--- config.mk ---
export PLATFORM = sky130hd
export DESIGN_NAME = double_ended_queue
export DESIGN_NICKNAME = d
export VERILOG_FILES = /design/src/design/deq_pkg.sv /design/src/design/deq_cell.sv /design/src/design/double_ended_queue.sv
export SDC_FILE = /design/constraint.sdc
export NUM_CORES = 1
export LEC_CHECK = 0
export BUFFER_PORTS_ARGS = -buffer_cell sky130_fd_sc_hd__buf_2
export CAP_MARGIN = 10
export CELL_PAD_IN_SITES_DETAIL_PLACEMENT = 2
export CELL_PAD_IN_SITES_GLOBAL_PLACEMENT = 2
export CORE_MARGIN = 2
export CORE_UTILIZATION = 45
export DETAILED_ROUTE_END_ITERATION = 12
export GPL_ROUTABILITY_DRIVEN = 0
export PLACE_DENSITY = 0.78
export SLEW_MARGIN = 10
export SYNTH_ARGS = -nofsm -noshare
export SYNTH_HDL_FRONTEND = slang
export SYNTH_SLANG_ARGS = --single-unit
--- constraint.sdc ---
create_clock -name clock -period 6.5 [get_ports clock]
set_input_delay 0.65 -clock clock [delete_from_list [all_inputs] [get_ports clock]]
set_output_delay 0.65 -clock clock [all_outputs]
set_load 0.05 [all_outputs]
--- src/design/deq_pkg.sv ---
`default_nettype none
package deq_pkg;

   localparam int Depth      = 16;
   localparam int DataWidth  = 32;
   localparam int IndexWidth = $clog2(Depth);
   localparam int CountWidth = $clog2(Depth + 1);

   typedef logic signed [DataWidth-1:0] data_type;
   typedef logic [CountWidth-1:0] count_type;
   typedef logic [IndexWidth-1:0] index_type;

   typedef enum logic [1:0] {
      CmdPushFront = 2'd0,
      CmdPopFront  = 2'd1,
      CmdPushBack  = 2'd2,
      CmdPopBack   = 2'd3
   } cmd_type;

   typedef enum logic [1:0] {
      StatusOk    = 2'd0,
      StatusEmpty = 2'd1,
      StatusFull  = 2'd2
   } status_type;

   typedef enum logic [1:0] {
      SelHold  = 2'd0,
      SelLeft  = 2'd1,
      SelRight = 2'd2,
      SelPush  = 2'd3
   } cell_sel_type;

endpackage
`default_nettype wire

--- src/design/deq_cell.sv ---
`default_nettype none
module deq_cell (
   input  wire                    clock,
   input  deq_pkg::cell_sel_type  sel,
   input  deq_pkg::data_type      left_data,
   input  deq_pkg::data_type      right_data,
   input  deq_pkg::data_type      push_data,
   output deq_pkg::data_type      data
);
   import deq_pkg::*;

   data_type data_ff;
   data_type data_in;

   always_comb begin
      unique case (sel)
         SelHold:  data_in = data_ff;
         SelLeft:  data_in = left_data;
         SelRight: data_in = right_data;
         SelPush:  data_in = push_data;
         default:  data_in = data_ff;
      endcase
   end

   always_ff @(posedge clock) begin
      data_ff <= data_in;
   end

   assign data = data_ff;

endmodule
`default_nettype wire

--- src/design/double_ended_queue.sv ---
`default_nettype none
// Double-ended queue of up to 16 signed 32-bit values, held in a row of cells
// with the front entry in the first cell. Each request transfer carries a
// command in req_tuser and a value in req_tdata and gives exactly one response:
// the popped value (zero unless a pop succeeded), a status (ok, pop on empty,
// push on full) and the entry count after the step. A push at the front shifts
// every cell one place toward the back, a pop at the front shifts one place
// toward the front, and the back end is written or read at the cell the count
// selects. A request is taken every cycle unless the response stalls; the
// response appears the cycle after its request in an output register, so a
// new request is taken when that register is empty or drained in that cycle.
module double_ended_queue (
   input  wire         clock,
   input  wire         reset,
   input  wire         req_tvalid,
   output logic        req_tready,
   input  wire  [31:0] req_tdata,   // [31:0] push_value
   input  wire  [1:0]  req_tuser,   // [1:0] cmd
   output logic        rsp_tvalid,
   input  wire         rsp_tready,
   output logic [39:0] rsp_tdata,   // [31:0] popped_value, [36:32] count_after
   output logic [1:0]  rsp_tuser    // [1:0] status
);
   import deq_pkg::*;

   data_type     cells [Depth];
   cell_sel_type sel [Depth];

   count_type  count_ff;
   count_type  count_in;
   logic       rsp_valid_ff;
   logic       rsp_valid_in;
   data_type   rsp_value_ff;
   data_type   rsp_value_in;
   status_type rsp_status_ff;
   status_type rsp_status_in;
   count_type  rsp_count_ff;

   logic      accept;
   cmd_type   cmd;
   data_type  push_data;
   index_type back_idx;
   index_type last_idx;
   logic      full;
   logic      empty;

   assign req_tready = !rsp_valid_ff || rsp_tready;
   assign accept     = req_tvalid && req_tready;
   assign cmd        = cmd_type'(req_tuser);
   assign push_data  = data_type'(req_tdata);
   assign full       = (count_ff == count_type'(Depth));
   assign empty      = (count_ff == '0);
   assign back_idx   = count_ff[IndexWidth-1:0];
   assign last_idx   = index_type'(count_ff - count_type'(1));

   always_comb begin
      count_in      = count_ff;
      rsp_value_in  = '0;
      rsp_status_in = StatusOk;
      for (int i = 0; i < Depth; i++) begin
         sel[i] = SelHold;
      end
      unique case (cmd)
         CmdPushFront: begin
            if (full) begin
               rsp_status_in = StatusFull;
            end else begin
               for (int i = 0; i < Depth; i++) begin
                  sel[i] = (i == 0) ? SelPush : SelLeft;
               end
               count_in = count_ff + count_type'(1);
            end
         end
         CmdPopFront: begin
            if (empty) begin
               rsp_status_in = StatusEmpty;
            end else begin
               rsp_value_in = cells[0];
               for (int i = 0; i < Depth; i++) begin
                  sel[i] = SelRight;
               end
               count_in = count_ff - count_type'(1);
            end
         end
         CmdPushBack: begin
            if (full) begin
               rsp_status_in = StatusFull;
            end else begin
               for (int i = 0; i < Depth; i++) begin
                  if (index_type'(i) == back_idx) begin
                     sel[i] = SelPush;
                  end
               end
               count_in = count_ff + count_type'(1);
            end
         end
         CmdPopBack: begin
            if (empty) begin
               rsp_status_in = StatusEmpty;
            end else begin
               rsp_value_in = cells[last_idx];
               count_in     = count_ff - count_type'(1);
            end
         end
         default: begin
            rsp_status_in = StatusOk;
         end
      endcase
      // hold every cell unless a transfer is taken
      if (!accept) begin
         for (int i = 0; i < Depth; i++) begin
            sel[i] = SelHold;
         end
         count_in = count_ff;
      end
      rsp_valid_in = accept || (rsp_valid_ff && !rsp_tready);
   end

   for (genvar g = 0; g < Depth; g++) begin : g_cell
      deq_cell u_cell (
         .clock      (clock),
         .sel        (sel[g]),
         .left_data  ((g == 0) ? push_data : cells[(g == 0) ? 0 : g - 1]),
         .right_data (cells[(g == Depth - 1) ? g : g + 1]),
         .push_data  (push_data),
         .data       (cells[g])
      );
   end

   always_ff @(posedge clock) begin
      if (reset) begin
         count_ff     <= '0;
         rsp_valid_ff <= 1'b0;
      end else begin
         count_ff     <= count_in;
         rsp_valid_ff <= rsp_valid_in;
      end
   end

   always_ff @(posedge clock) begin
      if (accept) begin
         rsp_value_ff  <= rsp_value_in;
         rsp_status_ff <= rsp_status_in;
         rsp_count_ff  <= count_in;
      end
   end

   assign rsp_tvalid = rsp_valid_ff;
   assign rsp_tdata  = {3'b000, rsp_count_ff, rsp_value_ff};
   assign rsp_tuser  = rsp_status_ff;

endmodule
`default_nettype wire
==> summary.txt, run 1 <==
Outcome
  • Status: completed

Yosys
  • Area leader, netlist: edfxtp_1
  • Async SR Flop Fraction: 0%
  • Number of synthesized flops with an enable pin: 551
  • Seq/Total Area, Yosys: 54.4%
  • Post-synth top area share: between 50% and 60%
  • Synth top cells by count: 551 x edfxtp_1, 448 x a221o_1, 226 x nor3_1
  • Count leader, synth: edfxtp_1
  • Syn. warnings: 0
  • FF+latch count, synth: 557
  • Post-synth top flop: edfxtp_1
  • Cell area after synthesis: 30,600 um^2
  • Synth Instances: between 2,000 and 2,500
  • Largest cells by area after synthesis: edfxtp_1 54%, a221o_1 15%, mux4_2 9.4%
  • Distinct cell type count after synthesis: 52
  • Mean area per synthesized cell: 13.3 um^2

Setup path
  • Required @ worst endpoint: roughly 6800 ps
  • Worst r2r src: count_ff[1]
  • Worst Path Max Fanout: 34
  • RR Endpoint: g_cell[7].u_cell.data[18]
  • Crit end category: register
  • Crit path DAT: 4790 ps
  • Crit path launch type: register
  • Worst reg-to-reg setup slack: 2050 ps
  • Crit path launch: count_ff[1]
  • Reg2reg path depth: 10
  • Critical path type: reg2reg

Floorplan
  • Starting Density: 45.5%
  • DIE AREA: 70,200 um^2
  • Row cnt: 95
  • Chip Width: approximately 260 um
  • Die height: 265 um
  • Top Ports: 82
  • Core box area: between 60,000 and 70,000 um^2

Pwr
  • Clock power frac: 34.6%
  • Pwr/cell area: roughly 320 nW/um^2
  • Switching part of the total: 31.6%
  • Pwr Total: 11.0 mW
  • Worst VDD drop: 0.000232 V
  • Sequential Power Share: 42.0%
  • Switching power: 3.49 mW
  • Design internal power: 7.54 mW
  • Leak Pwr: 11.3 nW
  • Gate power share: 23.5%

Timing
  • Hold WS: around 300 ps
  • Final setup viols: 0
  • Final hold vios: 0
  • Crit path time final: between 4000 and 5000 ps
  • Relative slew slack: approximately a tenth
  • Setup_tns: 0 ps
  • RSZ-0062 raised after global routing: false
  • Final Max Slew Viols: 0
  • Min setup slack post-route: 2050 ps
  • Final Skew: around 22 ps
  • Final worst path period share: 68.4%
  • Worst-Margin Slew: around 1400 ps
  • Max frequency: 0.225 GHz

Clock network
  • Post-CTS Resized: 0
  • CTS Sinks: 557
  • Clock latency on the worst-skew pair: roughly 620 ps
  • Reg clk slew, reported paths: 60 ps
  • Clock root buffer: clkbuf_16
  • Postcts setup bufs: 0
  • TritonCTS clock tree: built
  • H-Tree Depth: 3
  • Clk buf depth: 3
  • CTS Buf Count: 68
  • Hold buffer count at CTS: 0

Route
  • Drt first pass iters: 6
  • Drt drc: 0
  • 1st-iter DRT viols: 3,464
  • Via density: 7.70
  • Avg WL per Cell: between 40 and 50 um
  • Post-DRT Antenna Nets: 0
  • Total wire length: 128,000 um
  • Via count: 24,636

Global route
  • Initial antenna violation count: 7
  • Pin count of the biggest net entering global routing: 154
  • Number of global-route vias before repair: 26,401
  • Total GRT Usage: 36.3%
  • Total grt overflow: 0
  • First-pass GRT wire length: 187,000 um

Placement
  • Placement Setup Slack: about 1900 ps
  • Dpl cells: 3,074
  • Placed Area: 32,100 um^2
  • Detailed Place HPWL: 69,800 um
  • IO buf count: 78

Final layout
  • Post-Layout Inst Area: 34,200 um^2
  • Finished Core Util: 50.9%
  • Area grow syn2layout: 11.8%
  • Post-layout net count: 2,316
  • Filler Cell Count: 6,271
  • Final non-filler cell total: 3,200
  • Share of post-route cells with drive strength above 1: 21.1%

Run
  • Max Cap Viol: 0

Min path
  • Hold Path Origin: reset
  • Worst Hold Depth: 2
  • Hold Path Class: in2reg
  • End point of the worst hold path: count_ff[0]
[layout make-up]
class / count / area (um^2) / share of cell area [%]
Tap cell: 873 / 1090 / 3.19
Clock buffer: 92 / 1850 / 5.42
Timing Repair Buffer: 153 / 1040 / 3.03
Antenna cell: 4 / 10.0 / 0.0292
Clock inverter: 28 / 277 / 0.808
Multi-Input combinational cell: 1456 / 13200 / 38.4
Inverter: 37 / 141 / 0.413
Sequential cell: 557 / 16700 / 48.7
[power by group through the flow]
stage          sequential, mW  combinational [mW]  clock (mW)
6_report                 4.63                2.59        3.81
5_1_grt                  4.66                2.68        3.96
4_1_cts                  4.62                2.54        3.84
3_5_place_dp             4.68                2.52           0
3_3_place_gp             4.66                2.43           0
2_1_floorplan            4.70                1.56           0
[logic make-up after synthesis]
group / synth area share (%)
compound gates: 18.6
buf+inv: 3.96
simple gates: 10.9
flops: 54.4
mux: 11.8
other cells: 0.0122
xor+xnor: 0.0858
fa+ha+maj: 0.204
[worst max-delay path, cell delays in order, from the launching register on]
cell     delay [ps]
dfxtp_1         430
inv_1           200
ha_4            190
nor4b_1         780
nor3b_4          70
buf_4           280
buf_4           440
o21ai_4         240
buf_4           620
o21ai_4         510
buf_4           390
[state kept, by name, indices dropped and copies added, names as in the netlist]
name / cells
g_cell.u_cell.data: 512
rsp_value_ff: 32
count_ff: 5
rsp_count_ff: 5
rsp_tuser: 2
rsp_tvalid: 1
[worst max path at each step]
stage / end / slack (ps) / cells after the start
after global placement: g_cell[14].u_cell.data[11] / 2080 / 9
after global routing: g_cell[7].u_cell.data[20] / 1990 / 10
after floorplan: g_cell[13].u_cell.data[0] / 1190 / 10
after detailed placement: g_cell[13].u_cell.data[10] / 1880 / 9
final: g_cell[7].u_cell.data[18] / 2050 / 10
after CTS: g_cell[10].u_cell.data[9] / 2080 / 9
[cell usage in the layout, fill, tap and decap left out, types with 66 or more instances in the layout]
cell       count
o21ai_0       67
and2_1       225
edfxtp_1     551
nor3_1       226
clkbuf_16     70
buf_2         78
a21oi_1       68
mux4_2       128
a221o_1      448
buf_4         69
nand3_1       66
[layer usage]
layer / routed length (um) / vias up / track usage, % / part of all wire (%)
li1: - / 9616 / - / -
met2: 62200 / 1657 / 59.2 / 48
met4: 5980 / 2 / 18.3 / 4.7
met3: 12300 / 349 / 6.62 / 9.6
met1: 47700 / 13012 / 46.6 / 37
met5: 16 / - / 0 / 0.012
Power figures use the tool's default switching activity.
==> inputs of run 2 (changes only) <==
CORE_UTILIZATION = 41   (was 45)
PLACE_DENSITY = 0.75   (was 0.78)
clock period = 3.6 ns   (was 6.5 ns; I/O delays follow)
==> summary.txt, run 2 (synthesis gave the netlist of run 1 again) <==
Outcome
  • Status: completed

Timing
  • Final Max Slew Viols: 0 (unchanged)
  • Final Skew: 23.5 ps (+1.33 ps)
  • Hold WS: 193 ps (-112 ps)
  • Final setup viols: 0 (unchanged)
  • Crit path time final: 3350 ps (-1100 ps)
  • Max frequency: 0.299 GHz (+33%)
  • Worst-Margin Slew: 980 ps (-376 ps)
  • Relative slew slack: 34.4% (+25 points)
  • Final worst path period share: 93.0% (+25 points)
  • Final hold vios: 0 (unchanged)
  • RSZ-0062 raised after global routing: false

Setup path
  • Crit path DAT: 3830 ps (-960 ps)
  • Critical path type: reg2reg
  • Worst Path Max Fanout: 45 (+32%)
  • Required @ worst endpoint: 4080 ps (-2760 ps)
  • Crit end category: register
  • Crit path launch type: register

Final layout
  • Finished Core Util: 46.8% (-4.1 points)
  • Ant. Diodes: 0 (-4)
  • Sequential cell area: 16,700 um^2 (unchanged)
  • Max reg flops: 512 (unchanged)
  • Filler Cell Count: 7,043 (+12%)
  • Share of post-route cells with drive strength above 1: 22.2% (+1.1 points)
  • Multi-input logic area: 13,200 um^2 (about the same)
  • Post-layout net count: 2,348 (+1.4%)
  • Commonest non-fill, non-tap cell in the layout: edfxtp_1
  • Area grow syn2layout: 13.3%
  • Final non-filler cell total: 3,322 (+3.8%)
  • Most frequent cells in the layout: 551 x edfxtp_1, 448 x a221o_1, 225 x nor3_1, 225 x and2_1, 128 x mux4_2

Global route
  • Total GRT Usage: 32.2% (-4.1 points)
  • Pin count of the biggest net entering global routing: 134 (-13%)
  • Number of global-route vias before repair: 26,467 (+0.25%)
  • Total grt overflow: 0 (unchanged)
  • Initial antenna violation count: 2 (-5)
  • First-pass GRT wire length: 184,000 um (-1.3%)

Route
  • Post-DRT Antenna Nets: 0 (unchanged)
  • Avg WL per Cell: 37.5 um (-6.4%)
  • Via count: 24,479 (-0.64%)
  • Drt drc: 0 (unchanged)
  • Via density: 7.37 (-4.3%)
  • Total wire length: 125,000 um (-2.8%)
  • 1st-iter DRT viols: 2,672 (-23%)
  • Drt first pass iters: 5 (-1)

Floorplan
  • DIE AREA: 76,900 um^2 (+9.6%)
  • Starting Density: 41.3% (-4.2 points)
  • Row cnt: 100 (+5.3%)
  • Core box area: 74,200 um^2 (+10%)
  • Top Ports: 82 (unchanged)
  • Die height: 277 um (+4.7%)
  • Chip Width: 277 um (+4.7%)

Clock network
  • TritonCTS clock tree: built
  • Reg clk slew, reported paths: 60 ps (about the same)
  • Clock root buffer: clkbuf_16
  • Clock latency on the worst-skew pair: 630 ps (about the same)
  • Postcts setup bufs: 0 (unchanged)
  • Post-CTS Resized: 0 (unchanged)
  • CTS Sinks: 557 (unchanged)
  • Hold buffer count at CTS: 1 (+1)
  • CTS Buf Count: 67 (-1.5%)
  • H-Tree Depth: 3 (unchanged)
  • Clk buf depth: 3 (unchanged)

Pwr
  • Pwr/cell area: 567 nW/um^2 (+76%)
  • Worst VDD drop: 0.000391 V (+69%)
  • Leak Pwr: 11.4 nW (+1.5%)
  • Pwr Total: 19.7 mW (+79%)

Placement
  • Detailed Place HPWL: 73,500 um (+5.3%)
  • Dpl cells: 3,204 (+4.2%)
  • IO buf count: 78 (unchanged)

Run
  • Max Cap Viol: 0 (unchanged)

Min path
  • Hold Path Class: in2reg
run 2: changes by cell type in the layout (fill, tap and decap cells not counted), sizes merged, moves of 3 or more:
cell,before,now
buf,153,185
bufinv,5,2
clkbuf,92,81
clkinv,19,30
diode,4,0
run 2: path summary, 6_finish.rpt:
check	slack (ps)	startpoint	endpoint	cells past startpoint
setup / recovery	250	count_ff[1]	g_cell[2].u_cell.data[7]	8
hold / removal	190	req_tdata[31]	g_cell[0].u_cell.data[31]	2
setup reg to reg	250	count_ff[1]	g_cell[2].u_cell.data[7]	8
hold reg to reg	600	g_cell[15].u_cell.data[15]	g_cell[14].u_cell.data[15]	1
run 2: metrics by stage:
stage	TNS [ps]	setup slack [ps]	cell area [um^2]
final	0	251	34700
after global routing	0	69.6	34700
after CTS	0	311	34700
after detailed placement	0	353	32700
after global placement	0	488	32700
after floorplan	-18130	-189	30700
run 2: area by class of cell:
class,count,share of cell area (%)
Clock buffer,81,5.10
Sequential cell,557,48.0
Multi-Input combinational cell,1456,37.9
Timing Repair Buffer,186,4.33
Clock inverter,36,0.707
Tap cell,969,3.49
Inverter,37,0.407
run 2: critical path, stage by stage, from the launching register on:
cell and delay, ps:
dfxtp_1 420, inv_1 190, ha_4 180, nor4b_1 760, nor3b_4 130, buf_12 300, o21ai_4 250, buf_4 630
a221o_1 310
run 2: power by group:
part	leakage [nW]	switching (mW)	internal [mW]
logic	5.27	2.97	1.85
clock network	0.990	2.91	3.65
registers	5.16	0.422	7.90
total	11.4	6.30	13.4
run 2: routing by layer:
| metal | GRT usage [%] | wire (um) |
|---|---|---|
| met4 | 14.7 | 6190 |
| met3 | 5.89 | 10700 |
| met2 | 52.5 | 59200 |
| met1 | 42.0 | 48600 |
| met5 | 0 | 13 |
